**config.mk**
```make
export PLATFORM = sky130hd
export DESIGN_NAME = rfc_parser
export DESIGN_NICKNAME = d
export VERILOG_FILES = /design/src/hdl/rfc_pkg.sv /design/src/hdl/rfc_parser.sv
export SDC_FILE = /design/constraint.sdc
export NUM_CORES = 1
export LEC_CHECK = 0
export BUFFER_PORTS_ARGS = -buffer_cell sky130_fd_sc_hd__buf_4
export CAP_MARGIN = 20
export CORE_MARGIN = 8
export CORE_UTILIZATION = 45
export DETAILED_ROUTE_END_ITERATION = 10
export MAX_ROUTING_LAYER = met4
export PLACE_DENSITY = 0.61
export SYNTH_ARGS = -nofsm -noshare
export SYNTH_HDL_FRONTEND = slang
export SYNTH_SLANG_ARGS = --single-unit
```
**constraint.sdc**
```tcl
create_clock -name clk_i -period 9.1 [get_ports clk_i]
set_clock_uncertainty 0.05 [all_clocks]
set_input_delay 1.82 -clock clk_i [delete_from_list [all_inputs] [get_ports clk_i]]
set_output_delay 1.82 -clock clk_i [all_outputs]
set_load 0.01 [all_outputs]
```
**src/hdl/rfc_pkg.sv**
```systemverilog
// Shared types, codes and helper functions for the response frame checker.
// No dependencies; imported by every module of the block.
package rfc_pkg;

  localparam int unsigned CfgIdxW = 2;

  localparam logic [CfgIdxW-1:0] CFG_CRC_SEED = 2'd0;
  localparam logic [CfgIdxW-1:0] CFG_CRC_POLY = 2'd1;
  localparam logic [CfgIdxW-1:0] CFG_CMD_MARK = 2'd2;

  localparam logic [7:0] CRC_SEED_RST = 8'hAA;
  localparam logic [7:0] CRC_POLY_RST = 8'hA6;
  localparam logic [7:0] CMD_MARK_RST = 8'hC0;

  localparam logic KIND_PAYLOAD = 1'b0;
  localparam logic KIND_VERDICT = 1'b1;

  localparam logic TYPE_RESPONSE = 1'b0;
  localparam logic TYPE_COMMAND  = 1'b1;

  localparam logic [1:0] VERDICT_GOOD   = 2'd0;
  localparam logic [1:0] VERDICT_CRC    = 2'd1;
  localparam logic [1:0] VERDICT_STATUS = 2'd2;

  localparam logic [3:0] STATUS_OK          = 4'd0;
  localparam logic [3:0] STATUS_HARDWARE    = 4'd8;
  localparam logic [3:0] STATUS_NOT_READY   = 4'd9;
  localparam logic [3:0] STATUS_HAND_RAISED = 4'd10;
  localparam logic [3:0] STATUS_UNKNOWN     = 4'd11;

  localparam logic [7:0] STAT_BIT_HW    = 8'h08;
  localparam logic [7:0] STAT_BIT_NRDY  = 8'h10;
  localparam logic [7:0] STAT_BIT_HAND  = 8'h20;
  localparam logic [7:0] STAT_EXACT_MAX = 8'd7;

  localparam logic [8:0] HDR_LEN_RSP = 9'd2;
  localparam logic [8:0] HDR_LEN_CMD = 9'd3;

  typedef struct packed {
    logic       result_kind;
    logic [7:0] payload_byte;
    logic [7:0] byte_index;
    logic       frame_type;
    logic [7:0] command_code;
    logic [7:0] payload_length;
    logic [3:0] device_status;
    logic [1:0] verdict;
    logic       last_of_frame;
  } result_t;

  function automatic logic [7:0] crc8_byte(logic [7:0] crc, logic [7:0] data,
                                           logic [7:0] poly);
    logic [7:0] c;
    c = crc ^ data;
    for (int k = 0; k < 8; k++) begin
      if (c[7]) begin
        c = {c[6:0], 1'b0} ^ poly;
      end else begin
        c = {c[6:0], 1'b0};
      end
    end
    return c;
  endfunction

  function automatic logic [3:0] status_decode(logic [7:0] s);
    logic [3:0] code;
    if (s <= STAT_EXACT_MAX) begin
      code = s[3:0];
    end else if ((s & STAT_BIT_HW) != 8'd0) begin
      code = STATUS_HARDWARE;
    end else if ((s & STAT_BIT_NRDY) != 8'd0) begin
      code = STATUS_NOT_READY;
    end else if ((s & STAT_BIT_HAND) != 8'd0) begin
      code = STATUS_HAND_RAISED;
    end else begin
      code = STATUS_UNKNOWN;
    end
    return code;
  endfunction

endpackage

```
**src/hdl/rfc_parser.sv**
```systemverilog
// Frame parser: configuration registers, frame state, CRC-8 and result build.
// Depends on rfc_pkg.
module rfc_parser (
  input  logic                          clk_i,
  input  logic                          rst_ni,
  input  logic                          accept_i,
  input  logic [7:0]                    rx_byte_i,
  input  logic                          frame_start_i,
  input  logic                          cfg_we_i,
  input  logic [rfc_pkg::CfgIdxW-1:0]   cfg_idx_i,
  input  logic [7:0]                    cfg_wdata_i,
  output logic                          res_valid_o,
  output rfc_pkg::result_t              res_o
);
  import rfc_pkg::*;

  logic [7:0] crc_seed_q, crc_poly_q, cmd_mark_q;
  logic       in_frame_q, in_frame_d;
  logic [8:0] pos_q, pos_d;
  logic       is_cmd_q, is_cmd_d;
  logic [7:0] len_q, len_d;
  logic [7:0] crc_q, crc_d;
  logic [3:0] status_q, status_d;
  logic [7:0] cmd_q, cmd_d;

  logic       start;
  logic [7:0] crc_next;
  logic [8:0] hdr;
  logic [8:0] pay_end;
  logic [8:0] pay_idx;
  logic       emit;

  assign start    = frame_start_i || !in_frame_q;
  assign crc_next = crc8_byte(start ? crc_seed_q : crc_q, rx_byte_i, crc_poly_q);
  assign hdr      = is_cmd_q ? HDR_LEN_CMD : HDR_LEN_RSP;
  assign pay_end  = hdr + {1'b0, len_q};
  assign pay_idx  = pos_q - hdr;

  always_comb begin
    in_frame_d = in_frame_q;
    pos_d      = pos_q;
    is_cmd_d   = is_cmd_q;
    len_d      = len_q;
    crc_d      = crc_q;
    status_d   = status_q;
    cmd_d      = cmd_q;
    emit       = 1'b0;

    res_o.result_kind    = KIND_PAYLOAD;
    res_o.payload_byte   = 8'd0;
    res_o.byte_index     = 8'd0;
    res_o.frame_type     = is_cmd_q;
    res_o.command_code   = is_cmd_q ? cmd_q : 8'd0;
    res_o.payload_length = len_q;
    res_o.device_status  = status_q;
    res_o.verdict        = VERDICT_GOOD;
    res_o.last_of_frame  = 1'b0;

    if (start) begin
      crc_d      = crc_next;
      in_frame_d = 1'b1;
      pos_d      = 9'd1;
      len_d      = 8'd0;
      cmd_d      = 8'd0;
      if (rx_byte_i == cmd_mark_q) begin
        is_cmd_d = TYPE_COMMAND;
        status_d = STATUS_OK;
      end else begin
        is_cmd_d = TYPE_RESPONSE;
        status_d = status_decode(rx_byte_i);
      end
    end else if (pos_q < hdr) begin
      crc_d = crc_next;
      if (pos_q == hdr - 9'd1) begin
        len_d = rx_byte_i;
      end else begin
        cmd_d = rx_byte_i;
      end
      pos_d = pos_q + 9'd1;
    end else if (pos_q < pay_end) begin
      crc_d              = crc_next;
      emit               = 1'b1;
      res_o.payload_byte = rx_byte_i;
      res_o.byte_index   = pay_idx[7:0];
      pos_d              = pos_q + 9'd1;
    end else begin
      emit                = 1'b1;
      res_o.result_kind   = KIND_VERDICT;
      res_o.last_of_frame = 1'b1;
      if (crc_q != rx_byte_i) begin
        res_o.verdict = VERDICT_CRC;
      end else if (status_q != STATUS_OK) begin
        res_o.verdict = VERDICT_STATUS;
      end else begin
        res_o.verdict = VERDICT_GOOD;
      end
      in_frame_d = 1'b0;
      pos_d      = 9'd0;
    end
  end

  assign res_valid_o = accept_i && emit;

  always_ff @(posedge clk_i or negedge rst_ni) begin
    if (!rst_ni) begin
      crc_seed_q <= CRC_SEED_RST;
      crc_poly_q <= CRC_POLY_RST;
      cmd_mark_q <= CMD_MARK_RST;
    end else if (cfg_we_i) begin
      unique case (cfg_idx_i)
        CFG_CRC_SEED: crc_seed_q <= cfg_wdata_i;
        CFG_CRC_POLY: crc_poly_q <= cfg_wdata_i;
        CFG_CMD_MARK: cmd_mark_q <= cfg_wdata_i;
        default: ;
      endcase
    end
  end

  always_ff @(posedge clk_i or negedge rst_ni) begin
    if (!rst_ni) begin
      in_frame_q <= 1'b0;
      pos_q      <= 9'd0;
      is_cmd_q   <= 1'b0;
      len_q      <= 8'd0;
      crc_q      <= CRC_SEED_RST;
      status_q   <= STATUS_OK;
      cmd_q      <= 8'd0;
    end else if (accept_i) begin
      in_frame_q <= in_frame_d;
      pos_q      <= pos_d;
      is_cmd_q   <= is_cmd_d;
      len_q      <= len_d;
      crc_q      <= crc_d;
      status_q   <= status_d;
      cmd_q      <= cmd_d;
    end
  end

endmodule

```
==> results.sh <==
export IMPL_vias=4124
export IMPL_syn_inst=541
export IMPL_drive_above_1_share_pct=25.7
export IMPL_num_io_pins=65
export IMPL_dieArea_um2=14600
export IMPL_postCtsSetupRepairBufs=0
export IMPL_synthArstFlopShare_pct=100
export IMPL_ys_warn_count=0
export IMPL_max_stage_delay_ns=0.66
export IMPL_grt_pass1_vias=4036
export IMPL_end_kind="flip-flop"
export IMPL_gp_congestion=0.912
export IMPL_status="finished clean"
export IMPL_p_total_mw=2.45
export IMPL_worst_slew_pin_slew_ns=0.854
export IMPL_synth_avg_cell_area_um2=9.17
export IMPL_clock_sinks=63
export IMPL_grt_usage_pct=19.2
export IMPL_die_w_um=121
export IMPL_grt_max_degree=64
export IMPL_io_buffers=64
export IMPL_hold_viol=0
export IMPL_rows=38
export IMPL_arrival_ns=6.15
export IMPL_crit_fanout=12
export IMPL_core_area_um2=10800
export IMPL_slew_headroom_pct=42.9
export IMPL_root_buffer="clkbuf_8"
export IMPL_post_cts_resized=0
export IMPL_ir_drop_v=0.000249
export IMPL_clkLatencyLatePin_ns=0.35
export IMPL_dpl_instance_area_um2=5500
export IMPL_ys_flop_type="dfrtp_1"
export IMPL_ys_ff_latch=63
export IMPL_postCtsHoldBufs=0
export IMPL_dp_cells=718
export IMPL_syn_nets=577
export IMPL_powerDensity_nw_per_um2=429
export IMPL_required_ns=9.32
export IMPL_crit_buf_inv=1
export IMPL_max_cap_violations=0
export IMPL_wl_per_cell_um=18.2
export IMPL_finalCritPeriodShare_pct=65.2
export IMPL_cts_buffers=9
export IMPL_yosysTopAreaCell="dfrtp_1"
export IMPL_synth_cell_types=71
export IMPL_synth_area_um2=4960
export IMPL_max_freq_mhz=169
export IMPL_die_h_um=121
export IMPL_path_cells="buf_4, and2b_1, o21a_1, nor2_1, nor3_1, o31ai_1, and3_1, o21ai_2, xnor3_1, or3_1, a211o_1, a211oi_4, o21ai_1, xnor3_1, o21ai_1"
export IMPL_wl_um=13400
export IMPL_p_leak_nw=2.63
export IMPL_start_util_pct=46.0
export IMPL_antenna_found_initial=0
export IMPL_firstDrtPassIters=4
export IMPL_netlist_top_cells_area="dfrtp_1 25%, mux2_2 9.3%, dfstp_2 7.4%"
export IMPL_synth_edf_count=0
export IMPL_ys_seq_area_share_pct=32.1
export IMPL_synthToLayoutAreaGrowth_pct=15.2
export IMPL_fin_util_pct=53.0
export IMPL_setup_violations=0
export IMPL_final_nets=626
export IMPL_ant_nets=0
export IMPL_clk_pin_slew_ns=0.07
export IMPL_fin_setup_tns_ns=0
export IMPL_cts_tree="built"
export IMPL_route_detailed_drc=0
export IMPL_grt_pass1_wl_um=21800
export IMPL_pre_cts_slack_ns=2.86
export IMPL_startpoint_type="primary input"
export IMPL_hold_path_class="reg -> reg"
export IMPL_maxSlewViolCount=0
export IMPL_fin_crit_ns=5.93
export IMPL_holdWs_ns=0.432
export IMPL_via_per_inst=5.61
export IMPL_rsz0062_at_grt="no"
export IMPL_instances_no_fill=735
export IMPL_layout_setup_ws_ns=3.17
export IMPL_dp_hpwl_um=10100
export IMPL_criticalPathCategory="in -> reg"
export IMPL_critical_path_top_delay_family="compound AO/OA/AOI/OAI gates"
export IMPL_gr_total_overflow=0
export IMPL_htreeDepth=3
export IMPL_fillerInstances=1023
export IMPL_cp_slowest_cell="nor2_1"
export IMPL_n_antenna_cell=0
export IMPL_clockBufferDepth=2
export IMPL_drt_initial_drc_count=296
export IMPL_stdcell_area_um2=5720
export IMPL_synth_top_area_share_pct=24.7
## area by class of cell
cell class | count | area (um2) | area share, %
clock inverter | 6 | 85.1 | 1.49
sequential | 63 | 1590 | 27.9
multi-input combinational | 434 | 3190 | 55.7
tap | 140 | 175 | 3.06
inverter | 17 | 63.8 | 1.12
clock buffer | 10 | 128 | 2.23
timing repair buffer | 65 | 485 | 8.49
## cells in the mapped netlist, types with 3 or more instances
master    instances
a211oi_1          4
a21o_1            8
a21oi_1          11
a32oi_1           3
and2_1           23
and3_1            4
clkbuf_1         22
dfrtp_1          49
dfstp_2          14
ha_1             13
inv_1            16
mux2_2           41
mux2i_1           8
nand2_1          59
nand2b_1          5
nand3_1          13
nand4_1           6
nor2_1           40
nor2b_1           6
nor3_1           12
nor4_1            8
o211a_1           3
o211ai_1          5
o21ai_0          25
o21ai_1           7
o41ai_1           3
or3_1             4
or4_1             5
xnor2_1          30
xnor3_1           9
xor2_1           31
## placed cells by master (no fill, tap or decap), types with 16 or more instances in the layout
| cell | count |
|---|---|
| buf_4 | 64 |
| nand2_1 | 59 |
| dfrtp_1 | 49 |
| mux2_2 | 41 |
| nor2_1 | 40 |
| xor2_1 | 31 |
| xnor2_1 | 30 |
| o21ai_0 | 25 |
| and2_1 | 23 |
| inv_1 | 16 |
## path summary, 6_finish.rpt
| path | start | endpoint | slack [ns] | depth (start not counted) |
|---|---|---|---|---|
| max in group asynchronous | rst_ni | pos_q[6] | 6.94 | 1 |
| worst max register to register | crc_q[6] | crc_q[7] | 4.37 | 14 |
| worst max-delay path | rx_byte_i[6] | crc_q[7] | 3.17 | 15 |
| min in group asynchronous | rst_ni | cmd_mark_q[1] | 1.49 | 1 |
| worst min-delay path | crc_q[7] | crc_q[7] | 0.43 | 2 |
| worst min register to register | crc_q[7] | crc_q[7] | 0.43 | 2 |
## per-layer routing
layer  track usage (%)  vias to the layer above  wire length, um
met2              30.2                      111             6410
met4              4.84                        0              107
met5                 -                        -                0
met3              3.07                       12              719
met1              25.3                     2002             6130
li1                  -                     1999                -
## kinds of logic after synthesis
family,count (synthesis),share of synthesized area (%)
AND/OR/NAND/NOR,203,20.8
multiplexers,49,10.9
adder cells (fa/ha/maj),13,3.28
XOR/XNOR,71,15.2
AO/OA/AOI/OAI,98,14.0
buffers and inverters,44,3.68
flip-flops,63,32.1
## tightest hold or removal path, delay by kind of cell (launching register included)
| family | cells | cell delay, ns |
|---|---|---|
| flip-flops | 1 | 0.38 |
| AO/OA/AOI/OAI | 1 | 0.06 |
| AND/OR/NAND/NOR | 1 | 0.05 |
## where the power goes
group	switching, mW	total [mW]	internal, mW
logic	0.865	1.69	0.822
clock network	0.116	0.269	0.153
registers	0.113	0.496	0.383
total	1.09	2.45	1.36
## state kept, by name, summed over array words and instances, names as in the netlist
name	flops
in_frame_q	1
pos_q	9
status_q	4
crc_q	8
is_cmd_q	1
cmd_q	8
cmd_mark_q	8
len_q	8
crc_seed_q	8
crc_poly_q	8
No activity file was read; power rests on OpenSTA's default activity.
